**src/rtl/mfr_pkg.sv**
```systemverilog
`default_nettype none

package mfr_pkg;

    // receive phase; the spare code acts as idle
    typedef enum logic [1:0] {
        PH_IDLE  = 2'd0,
        PH_FRAME = 2'd1,
        PH_RAW   = 2'd2
    } phase_t;

    localparam logic [7:0]  FRAME_START    = 8'h68;
    localparam logic [7:0]  FRAME_END      = 8'h16;
    localparam logic [7:0]  RAW_START_A    = 8'hAB;
    localparam logic [7:0]  RAW_START_B    = 8'h01;
    localparam logic [7:0]  RAW_START_C    = 8'h02;
    localparam int          LEN_POS        = 10;
    localparam int          LEN_OVERHEAD   = 13;
    localparam int          IDX_W          = 9;
    localparam logic [IDX_W-1:0] LEN_MAX   = '1;
    localparam logic [15:0] TIMEOUT_RESET  = 16'd50;
    localparam logic [15:0] SILENCE_MAX    = 16'hFFFF;

    // one input word after the input register
    typedef struct packed {
        logic       mode;
        logic [7:0] rx_byte;
    } item_t;

    // one result word
    typedef struct packed {
        logic             write_valid;
        logic [IDX_W-1:0] write_index;
        logic [7:0]       write_data;
        logic             frame_done;
        logic             raw_done;
        logic [IDX_W-1:0] done_length;
        logic             overflow;
    } result_t;

endpackage

`default_nettype wire

```
**src/rtl/mfr_step.sv**
```systemverilog
`default_nettype none

module mfr_step
    import mfr_pkg::*;
#(
    parameter int BUF_DEPTH = 512
)
(
    input  wire logic        clk,
    input  wire logic        rst_n,
    input  wire logic        step_en,
    input  wire item_t       item,
    input  wire logic [15:0] timeout_ticks,
    output result_t          result
);

    localparam int CNT_W = $clog2(BUF_DEPTH + 1);
    localparam int CMP_W = (CNT_W > IDX_W) ? CNT_W : IDX_W;
    localparam logic [CNT_W-1:0] CNT_FULL = CNT_W'(BUF_DEPTH);

    phase_t           phase_reg, phase_next;
    logic [CNT_W-1:0] frame_count_reg, frame_count_next;
    logic [CNT_W-1:0] raw_count_reg, raw_count_next;
    logic [15:0]      silence_reg, silence_next;
    logic [7:0]       length_reg, length_next;

    logic             is_byte, idle_like, in_frame, in_raw;
    logic             opens_frame, opens_raw;
    logic             byte_frame, byte_raw, full, store_ok;
    logic [CNT_W-1:0] store_cnt, cnt_inc;
    logic [7:0]       len_eff;
    logic [15:0]      silence_inc;
    logic             frame_end, raw_end;

    assign is_byte     = !item.mode;
    assign in_frame    = (phase_reg == PH_FRAME);
    assign in_raw      = (phase_reg == PH_RAW);
    assign idle_like   = !in_frame && !in_raw;
    assign opens_frame = idle_like && (item.rx_byte == FRAME_START);
    assign opens_raw   = idle_like && ((item.rx_byte == RAW_START_A)
                         || (item.rx_byte == RAW_START_B) || (item.rx_byte == RAW_START_C));
    assign byte_frame  = is_byte && (in_frame || opens_frame);
    assign byte_raw    = is_byte && (in_raw || opens_raw);

    assign store_cnt   = byte_frame ? frame_count_reg : raw_count_reg;
    assign full        = (store_cnt == CNT_FULL);
    assign store_ok    = (byte_frame || byte_raw) && !full;
    assign cnt_inc     = full ? store_cnt : store_cnt + CNT_W'(1);
    assign len_eff     = (store_ok && (store_cnt == CNT_W'(LEN_POS))) ? item.rx_byte
                                                                       : length_reg;

    assign frame_end   = in_frame && is_byte && (item.rx_byte == FRAME_END)
                         && (cnt_inc > CNT_W'(LEN_POS))
                         && (CMP_W'(cnt_inc) == CMP_W'(len_eff) + CMP_W'(LEN_OVERHEAD));

    assign silence_inc = (silence_reg == SILENCE_MAX) ? silence_reg : silence_reg + 16'd1;
    assign raw_end     = item.mode && in_raw && (silence_inc > timeout_ticks);

    // next phase
    always_comb
    begin
        phase_next = phase_reg;
        unique case (phase_reg)
            PH_FRAME:
            begin
                if (frame_end)
                    phase_next = PH_IDLE;
            end
            PH_RAW:
            begin
                if (raw_end)
                    phase_next = PH_IDLE;
            end
            default:
            begin
                if (is_byte)
                begin
                    if (opens_frame)
                        phase_next = PH_FRAME;
                    else if (opens_raw)
                        phase_next = PH_RAW;
                    else
                        phase_next = PH_IDLE;
                end
            end
        endcase
    end

    // counters and length byte
    always_comb
    begin
        frame_count_next = frame_count_reg;
        raw_count_next   = raw_count_reg;
        silence_next     = silence_reg;
        length_next      = len_eff;
        if (frame_end)
            frame_count_next = '0;
        else if (byte_frame)
            frame_count_next = cnt_inc;
        if (raw_end)
            raw_count_next = '0;
        else if (byte_raw)
            raw_count_next = cnt_inc;
        if (raw_end || byte_raw)
            silence_next = '0;
        else if (item.mode && in_raw)
            silence_next = silence_inc;
    end

    // result word
    always_comb
    begin
        result = '0;
        result.write_valid = store_ok;
        result.overflow    = (byte_frame || byte_raw) && full;
        result.frame_done  = frame_end;
        result.raw_done    = raw_end;
        if (store_ok)
        begin
            result.write_index = IDX_W'(store_cnt);
            result.write_data  = item.rx_byte;
        end
        if (frame_end)
            result.done_length = (CMP_W'(cnt_inc) > CMP_W'(LEN_MAX)) ? LEN_MAX
                                                                     : IDX_W'(cnt_inc);
        else if (raw_end)
            result.done_length = (CMP_W'(raw_count_reg) > CMP_W'(LEN_MAX)) ? LEN_MAX
                                                                           : IDX_W'(raw_count_reg);
    end

    always_ff @(posedge clk or negedge rst_n)
    begin
        if (!rst_n)
        begin
            phase_reg       <= PH_IDLE;
            frame_count_reg <= '0;
            raw_count_reg   <= '0;
            silence_reg     <= '0;
            length_reg      <= '0;
        end
        else if (step_en)
        begin
            phase_reg       <= phase_next;
            frame_count_reg <= frame_count_next;
            raw_count_reg   <= raw_count_next;
            silence_reg     <= silence_next;
            length_reg      <= length_next;
        end
    end

endmodule

`default_nettype wire

```
**src/rtl/meter_frame_and_idle_timeout_receiver.sv**
```systemverilog
// path: an accepted word is held in the input register, then its result word in the
//   result register; throughput: one word per cycle while out_stall is low, set by
//   the single-pass step logic between the input register and the result register
// reset: asynchronous active low; idle phase, counters and length cleared,
//   timeout register back to 50 ticks, no word held in either register
`default_nettype none

module meter_frame_and_idle_timeout_receiver
    import mfr_pkg::*;
#(
    parameter int BUF_DEPTH = 512
)
(
    input  wire logic             clk,
    input  wire logic             rst_n,
    // input words
    input  wire logic             in_valid,
    output logic                  in_stall,
    input  wire logic             mode,
    input  wire logic [7:0]       rx_byte,
    // timeout register write
    input  wire logic             cfg_valid,
    output logic                  cfg_ready,
    input  wire logic [15:0]      cfg_data,
    // result words
    output logic                  out_valid,
    input  wire logic             out_stall,
    output logic                  write_valid,
    output logic [IDX_W-1:0]      write_index,
    output logic [7:0]            write_data,
    output logic                  frame_done,
    output logic                  raw_done,
    output logic [IDX_W-1:0]      done_length,
    output logic                  overflow
);

    logic        s1_valid_reg, s1_valid_next;
    item_t       s1_item_reg;
    logic        out_valid_reg;
    result_t     out_reg, step_result;
    logic [15:0] timeout_reg;
    logic        advance, in_fire, step_en;

    // the result register frees up when empty or being taken
    assign advance   = !out_valid_reg || !out_stall;
    // input register holds while its word cannot move on
    assign in_stall  = s1_valid_reg && !advance;
    assign in_fire   = in_valid && !in_stall;
    assign step_en   = s1_valid_reg && advance;
    assign cfg_ready = 1'b1;

    always_comb
    begin
        s1_valid_next = s1_valid_reg;
        if (in_fire)
            s1_valid_next = 1'b1;
        else if (advance)
            s1_valid_next = 1'b0;
    end

    // input register
    always_ff @(posedge clk or negedge rst_n)
    begin
        if (!rst_n)
            s1_valid_reg <= 1'b0;
        else
            s1_valid_reg <= s1_valid_next;
    end

    always_ff @(posedge clk)
    begin
        if (in_fire)
        begin
            s1_item_reg.mode    <= mode;
            s1_item_reg.rx_byte <= rx_byte;
        end
    end

    // timeout register
    always_ff @(posedge clk or negedge rst_n)
    begin
        if (!rst_n)
            timeout_reg <= TIMEOUT_RESET;
        else if (cfg_valid && cfg_ready)
            timeout_reg <= cfg_data;
    end

    // per-word state update and result
    mfr_step #(
        .BUF_DEPTH (BUF_DEPTH)
    ) u_step (
        .clk           (clk),
        .rst_n         (rst_n),
        .step_en       (step_en),
        .item          (s1_item_reg),
        .timeout_ticks (timeout_reg),
        .result        (step_result)
    );

    // result register
    always_ff @(posedge clk or negedge rst_n)
    begin
        if (!rst_n)
            out_valid_reg <= 1'b0;
        else if (advance)
            out_valid_reg <= s1_valid_reg;
    end

    always_ff @(posedge clk)
    begin
        if (step_en)
            out_reg <= step_result;
    end

    assign out_valid   = out_valid_reg;
    assign write_valid = out_reg.write_valid;
    assign write_index = out_reg.write_index;
    assign write_data  = out_reg.write_data;
    assign frame_done  = out_reg.frame_done;
    assign raw_done    = out_reg.raw_done;
    assign done_length = out_reg.done_length;
    assign overflow    = out_reg.overflow;

    // a word is never both stored and dropped
    assert property (@(posedge clk) disable iff (!rst_n)
        out_valid_reg |-> !(out_reg.write_valid && out_reg.overflow))
        else $error("write and overflow in one word");

    // only one kind of ending per word
    assert property (@(posedge clk) disable iff (!rst_n)
        out_valid_reg |-> !(out_reg.frame_done && out_reg.raw_done))
        else $error("frame and raw ending together");

    // length is reported only with an ending
    assert property (@(posedge clk) disable iff (!rst_n)
        (out_valid_reg && !out_reg.frame_done && !out_reg.raw_done)
            |-> (out_reg.done_length == '0))
        else $error("length without an ending");

    // a stalled result word stays put (the input register is held too, but unchecked here)
    assert property (@(posedge clk) disable iff (!rst_n)
        (out_valid_reg && out_stall) |=> (out_valid_reg && $stable(out_reg)))
        else $error("stalled result word lost");

    // input stalls only while a word waits in the input register
    assert property (@(posedge clk) disable iff (!rst_n)
        in_stall |-> (s1_valid_reg && out_valid_reg))
        else $error("input stalled with nothing held");

endmodule

`default_nettype wire
```
**config.mk**
```make
export PLATFORM = sky130hd
export DESIGN_NAME = meter_frame_and_idle_timeout_receiver
export DESIGN_NICKNAME = d
export VERILOG_FILES = /design/src/rtl/mfr_pkg.sv /design/src/rtl/mfr_step.sv /design/src/rtl/meter_frame_and_idle_timeout_receiver.sv
export SDC_FILE = /design/constraint.sdc
export NUM_CORES = 1
export LEC_CHECK = 0
export BUFFER_PORTS_ARGS = -buffer_cell sky130_fd_sc_hd__buf_4
export CAP_MARGIN = 20
export CORE_MARGIN = 4
export CORE_UTILIZATION = 64
export DETAILED_ROUTE_END_ITERATION = 7
export PLACE_DENSITY = 0.91
export SYNTH_ARGS = -nofsm -noshare
export SYNTH_HDL_FRONTEND = slang
export SYNTH_SLANG_ARGS = --single-unit
```
**constraint.sdc**
```tcl
create_clock -name clk -period 11 [get_ports clk]
set_input_delay 2.2 -clock clk [delete_from_list [all_inputs] [get_ports clk]]
set_output_delay 2.2 -clock clk [all_outputs]
set_load 0.005 [all_outputs]
```
# ---- After elaboration in Yosys (flattened, before gate mapping)
# Cells that the tools add are included.
dict set report op_classes {
  add_sub_neg 3
  n_lt_le_gt_ge 4
  eq_ne 14
  muxes 22
  n_reduce_logical 40
}
# cell count
set op_table {}
lappend op_table {{2-to-1 mux 10 bit} 6}
lappend op_table {{2-to-1 mux 16 bit} 3}
lappend op_table {{2-to-1 mux 9 bit} 4}
lappend op_table {{> comparator 10 x 9 -> 1 bit (second input constant)} 2}
lappend op_table {{logical AND 1 bit} 17}
lappend op_table {{adder 16 x 1 -> 16 bit (second input constant)} 1}
lappend op_table {{equality test 16 bit (second input constant)} 1}
lappend op_table {{> comparator 16 bit} 1}
lappend op_table {{adder 10 x 1 -> 10 bit (second input constant)} 1}
lappend op_table {{equality test 10 bit} 1}
lappend op_table {{equality test 10 bit (second input constant)} 1}
lappend op_table {{equality test 10 x 4 -> 1 bit (second input constant)} 1}
lappend op_table {{> comparator 10 x 4 -> 1 bit (second input constant)} 1}
lappend op_table {{2-to-1 mux 2 bit} 5}
lappend op_table {{adder 8 x 4 -> 9 bit (second input constant)} 1}
lappend op_table {{equality test 8 x 1 -> 1 bit (second input constant)} 1}
lappend op_table {{equality test 8 x 2 -> 1 bit (second input constant)} 1}
lappend op_table {{equality test 8 x 5 -> 1 bit (second input constant)} 1}
lappend op_table {{equality test 8 x 7 -> 1 bit (second input constant)} 1}
lappend op_table {{equality test 8 bit (second input constant)} 1}
lappend op_table {{logical NOT 1 bit} 8}
lappend op_table {{2-to-1 mux 8 bit} 1}
lappend op_table {{nonzero test 2 bit} 4}
lappend op_table {{logical OR 1 bit} 7}
lappend op_table {{8 further kinds} 12}
dict set report word_totals {
  register_bits 103
  in_bits 30
  out_inout_bits 33
  wordCells 100
}

# ---- Depth between registers and ports, before layout
dict set report depth {
  depth_word 17
  mapped_depth 27
  mapped_depth_nobuf 22
}

# ---- Modules after synthesis
# Synthesis repeated with hierarchy kept, for this count alone.
dict set report hier_totals {
  hier_cells 606
  area_unflattened_um2 6127.1
}
# mod n_inst cells_each area_each_um2
set modules_own_cells {}
lappend modules_own_cells {mfr_step 1 523 4205.3}
lappend modules_own_cells {meter_frame_and_idle_timeout_receiver 1 83 1921.8}

# ---- Least setup slack after synthesis
# Ideal clock, no wire load.
dict set report synth_path {
  kind {reg2reg}
  start {register u_step.phase_reg[0]}
  end {register u_step.phase_reg[0]}
  setup_time_ns 0.125
  t_arrival_ns 5.818
  setup_slack_ns 5.057
  path_stages_with_launch 27
  path_buffers 5
  synth_period_minus_slack_ns 5.943
  cell_sequence {dfrtp_1 > inv_1 > ha_1 > nor4b_2 > a31oi_4 > clkbuf_1 > clkbuf_1 > clkbuf_1 > mux2i_1 > inv_1 > ha_1 > nand2_1 > nor3_1 > a31oi_2 > buf_6 > mux2_2 > ha_1 > or3_1 > nand3_1 > xor2_1 > mux2i_1 > xnor2_1 > o2111ai_1 > or4_1 > buf_2 > a21o_1 > mux2_4}
}
dict set report synth_between {
  elab_chain_len 17
}
# element line
set synth_rtl {}
lappend synth_rtl {{start: declaration} mfr_step.sv:21} ;# phase_t phase_reg, phase_next;
lappend synth_rtl {{start signal: assignment} mfr_step.sv:143} ;# phase_reg <= phase_next;
lappend synth_rtl {{equality test 2 x 1 -> 1 bit / equality test 2 bit (equally long branches)} {mfr_step.sv:36, mfr_step.sv:37}}
lappend synth_rtl {{logical NOT 1 bit} mfr_step.sv:38} ;# assign idle_like = !in_frame && !in_raw;
lappend synth_rtl {{logical AND 1 bit} mfr_step.sv:38}
lappend synth_rtl {{logical AND 1 bit} mfr_step.sv:39} ;# assign opens_frame = idle_like && (item.rx_byte == FRAME_START);
lappend synth_rtl {{logical OR 1 bit (*)} mfr_step.sv:42} ;# assign byte_frame = is_byte && (in_frame || opens_frame);
lappend synth_rtl {{logical AND 1 bit (*)} mfr_step.sv:42}
lappend synth_rtl {{2-to-1 mux 10 bit (*)} mfr_step.sv:45} ;# assign store_cnt = byte_frame ? frame_count_reg : raw_count_reg;
lappend synth_rtl {{named net u_step.store_cnt[1]} mfr_step.sv:30} ;# logic [CNT_W-1:0] store_cnt, cnt_inc;
lappend synth_rtl {{[... 3 more ...]} --}
lappend synth_rtl {{logical AND 1 bit (*)} mfr_step.sv:49} ;# assign len_eff = (store_ok && (store_cnt == CNT_W'(LEN_POS))) ? item.rx_byte
lappend synth_rtl {{2-to-1 mux 8 bit (*)} mfr_step.sv:49}
lappend synth_rtl {{named net u_step.len_eff[1]} mfr_step.sv:31} ;# logic [7:0] len_eff;
lappend synth_rtl {{adder 8 x 4 -> 9 bit (*)} mfr_step.sv:54} ;# && (CMP_W'(cnt_inc) == CMP_W'(len_eff) + CMP_W'(LEN_OVERHEAD));
lappend synth_rtl {{equality test 10 bit (*)} mfr_step.sv:54}
lappend synth_rtl {{logical AND 1 bit (*)} mfr_step.sv:54}
lappend synth_rtl {{!= test 2 bit (no line) (*)} --}
lappend synth_rtl {{AND reduction 4 bit (no line) (*)} --}
# The timed path passes the listed nets; every way through them passes the cells marked *. The select of a mux whose other input is x is not followed.
# A chain may end at the register's enable or synchronous reset.

# ---- Final worst setup path
# Same ends and word-level chain as after synthesis.

==> results.py <==
metrics = {
    "power": {
        "power_density_nw_per_um2": 114.1,
        "swShare_pct": 27.39,
        "internal-power_mw": 0.5644,
        "clkPwrFrac_pct": 30.6,
        "ir_drop_mv": 0.06737,
        "seq_power_share_pct": 56.3,
        "switching_power_mw": 0.2129,
        "power_frac_comb_pct": 13.1,
        "p_leak_nw": 3.001,
        "fin_total_pwr_mw": 0.7773,
    },
    "floorplan": {
        "dieArea_um2": 11220,
        "core_area_um2": 9284,
        "dieHeight_um": 105.9,
        "rows": 35,
        "start_util_pct": 66.09,
        "ios": 63,
        "die_w_um": 105.9,
    },
    "setup_path": {
        "crit_arrival_ps": 6940,
        "crit_slowest_cell": "a31oi_4",
        "cpPeakStageDelay_ps": 760,
        "startpoint": "u_step.phase_reg[0]",
        "path_delay_family": "compound AO/OA/AOI/OAI gates",
        "critPathMaxFanout": 33,
        "worstSetupPathType": "reg -> reg",
        "required_ps": 11270,
        "start_kind": "flip-flop",
        "r2r_start": "u_step.phase_reg[0]",
        "worst-path-buf-inv": 3,
        "path_cells": "inv_1 > ha_1 > nor4b_2 > a31oi_4 > mux2i_1 > inv_1 > ha_1 > nand2_1 > nor3_1 > a31oi_2 > mux2i_4 > inv_1 > ha_1 > or3_1 > nand3_1 > xor2_1 > mux2i_1 > xnor2_1 > o2111ai_1 > or4_1 > a21o_1 > mux2_4",
        "end_kind": "flip-flop",
    },
    "final_layout": {
        "post_route_cells_drive_above_1_share_pct": 15.47,
        "fill_cells": 667,
        "synthToLayoutAreaGrowth_pct": 11.03,
        "nNetsFinal": 747,
        "final_area_um2": 6813,
        "post-route-util_pct": 73.38,
        "antennaDiodeCount": 0,
    },
    "detailed_routing": {
        "ant_nets": 0,
        "initialDrtViolationCount": 475,
        "vias": 5299,
        "via_per_inst": 6.407,
        "wirelength_um": 15170,
        "wl_per_cell_um": 18.35,
        "post-route-drc-count": 0,
        "dr.pass1.iters": 5,
    },
    "yosys": {
        "syn-cell-area_um2": 6136,
        "ys.flop_type": "dfrtp_1",
        "synthMuxAreaShare_pct": 4.996,
        "yosysTopAreaCell": "dfrtp_1",
        "syn_nets": 709,
        "synthTopCellsByCount": "nand2_1 (101), dfrtp_1 (61), o21ai_0 (56), nor2_1 (40), edfxtp_1 (39)",
        "postSynth.asyncResetShare_pct": 62.14,
        "synth_compound_area_share_pct": 13.21,
        "synth_area_per_cell_um2": 9.368,
        "synth_fa_ha_area_share_pct": 4.894,
        "synth_cell_types": 57,
        "synth_edf_count": 39,
        "ys_warn_count": 0,
        "synth_area_leaders": "dfrtp_1 (25%), edfxtp_1 (19%), nand2_1 (6.2%)",
        "synth.most_common_cell": "nand2_1",
        "synth_top_family_by_area": "simple AND/OR/NAND/NOR gates",
        "synth_seq_area_share_pct": 45.25,
        "yosys.area_share.simple_pct": 19.58,
        "synthCells": 655,
        "synthXorXnorAreaFrac_pct": 7.280,
        "yosys_register_bits": 103,
        "synth_top_area_share_pct": 24.88,
    },
    "global_route": {
        "grt_pass1_wl_um": 25100,
        "grt_util_all_layers_pct": 27.78,
        "antenna_found_initial": 0,
        "grt_max_degree": 65,
        "grt_pass1_vias": 5186,
        "grt_overflow": 0,
    },
    "sta": {
        "finClkSkew_ps": 8.070,
        "slew_headroom_pct": 31.21,
        "period_needed_ps": 6662,
        "tns_ps": 0,
        "worst_slew_pin_slew_ps": 1028,
        "setup_viol": 0,
        "finalCritPeriodShare_pct": 60.56,
        "clock.fmax_mhz": 150.1,
        "drv_slew": 0,
        "hold_viol": 0,
        "rsz0062_at_grt": "false",
        "finalWorstSetupSlack_ps": 4338,
    },
    "place": {
        "dp_hpwl_um": 10370,
        "post-place-ws_ps": 4601,
        "post_dp_cell_area_um2": 6624,
        "place.gp.congestion": 0.9436,
        "numPortBuffers": 61,
    },
    "clock_tree": {
        "cts_tree": "built",
        "clock-root-buffer": "clkbuf_8",
        "htree_levels": 3,
        "cts_setup_buffers": 0,
        "cts_buffer_depth": 2,
        "cts_sinks": 103,
        "cts_resized": 0,
        "cts_buffers": 9,
        "ctsHoldBuffers": 0,
        "path_clk_slew_ps": 100,
        "worst_skew_pair.late_latency_ps": 380,
    },
    "worst_hold_path": {
        "hp-start": "s1_valid_reg",
        "hp-class": "reg -> reg",
    },
    "run": {
        "drv_cap": 0,
    },
    "status": {
        "outcome": "complete, no violations",
    },
}
area by class of cell:
cell class	instances	area, um^2	share of cell area, %
multi-input combinational	481	3074	45.12
sequential	103	2776	40.75
timing repair buffer	65	488.0	7.163
tap	129	161.4	2.369
clock buffer	11	152.6	2.241
inverter	33	123.9	1.818
clock inverter	5	36.28	0.5326
final timing paths:
path / slack [ps] / depth (start not counted) / end
worst max-delay path: 4340 / 22 / u_step.phase_reg[0]
worst max register to register: 4340 / 22 / u_step.phase_reg[0]
worst min register to register: 510 / 1 / out_valid
min in group asynchronous: 1880 / 1 / u_step.raw_count_reg[7]
max in group asynchronous: 8540 / 1 / u_step.silence_reg[13]
worst min-delay path: 510 / 1 / out_valid
kinds of logic (layout without fill, tap and decap cells):
family                     Yosys count  count (layout)
and+or+nand+nor                    249             249
AOI/OAI and AO/OA                  129             129
DFF                                103             103
buffers and inverters               71             114
xor gates and xnor gates            51              51
muxes                               27              27
adders and majority gates           24              24
other                                1               1
cells in the final DEF (no fill, tap or decap), types with 9 or more instances in the layout:
cell type	Yosys	layout
mux2_2	11	11
o31ai_1	19	19
ha_1	24	24
and2_1	12	12
dfrtp_1	61	61
clkbuf_8	0	9
a21oi_1	22	22
mux2i_1	13	13
xor2_1	26	26
buf_4	1	65
nor2_1	40	40
edfxtp_1	39	39
nand3_1	24	24
nand2_1	101	101
inv_1	33	33
o21ai_0	56	55
xnor2_1	25	25
nand4_1	12	12
nor3_1	16	15
power by group through the flow:
stage               Combinational [mW]  Sequential [mW]  Clock [mW]
floorplan                       0.0629            0.439           0
global placement                0.0951            0.444           0
detailed placement               0.100            0.445           0
CTS                              0.102            0.437       0.238
global route                     0.114            0.440       0.257
finish                           0.102            0.437       0.238
through the flow:
stage,hold WS [ps],cells
5_1_grt,539.7,827
6_report,507.1,827
3_3_place_gp,464.0,811
4_1_cts,508.9,827
3_5_place_dp,492.9,811
2_1_floorplan,449.2,655
routing by layer:
| layer | GRT usage (%) | vias up | part of all wire, % |
|---|---|---|---|
| li1 | - | 2361 | - |
| met1 | 33.98 | 2462 | 37 |
| met2 | 47.04 | 375 | 49 |
| met3 | 5.343 | 101 | 9.5 |
| met4 | 13.97 | 0 | 5.0 |
| met5 | 0 | - | 0 |
(Power assumes the default switching activity.)
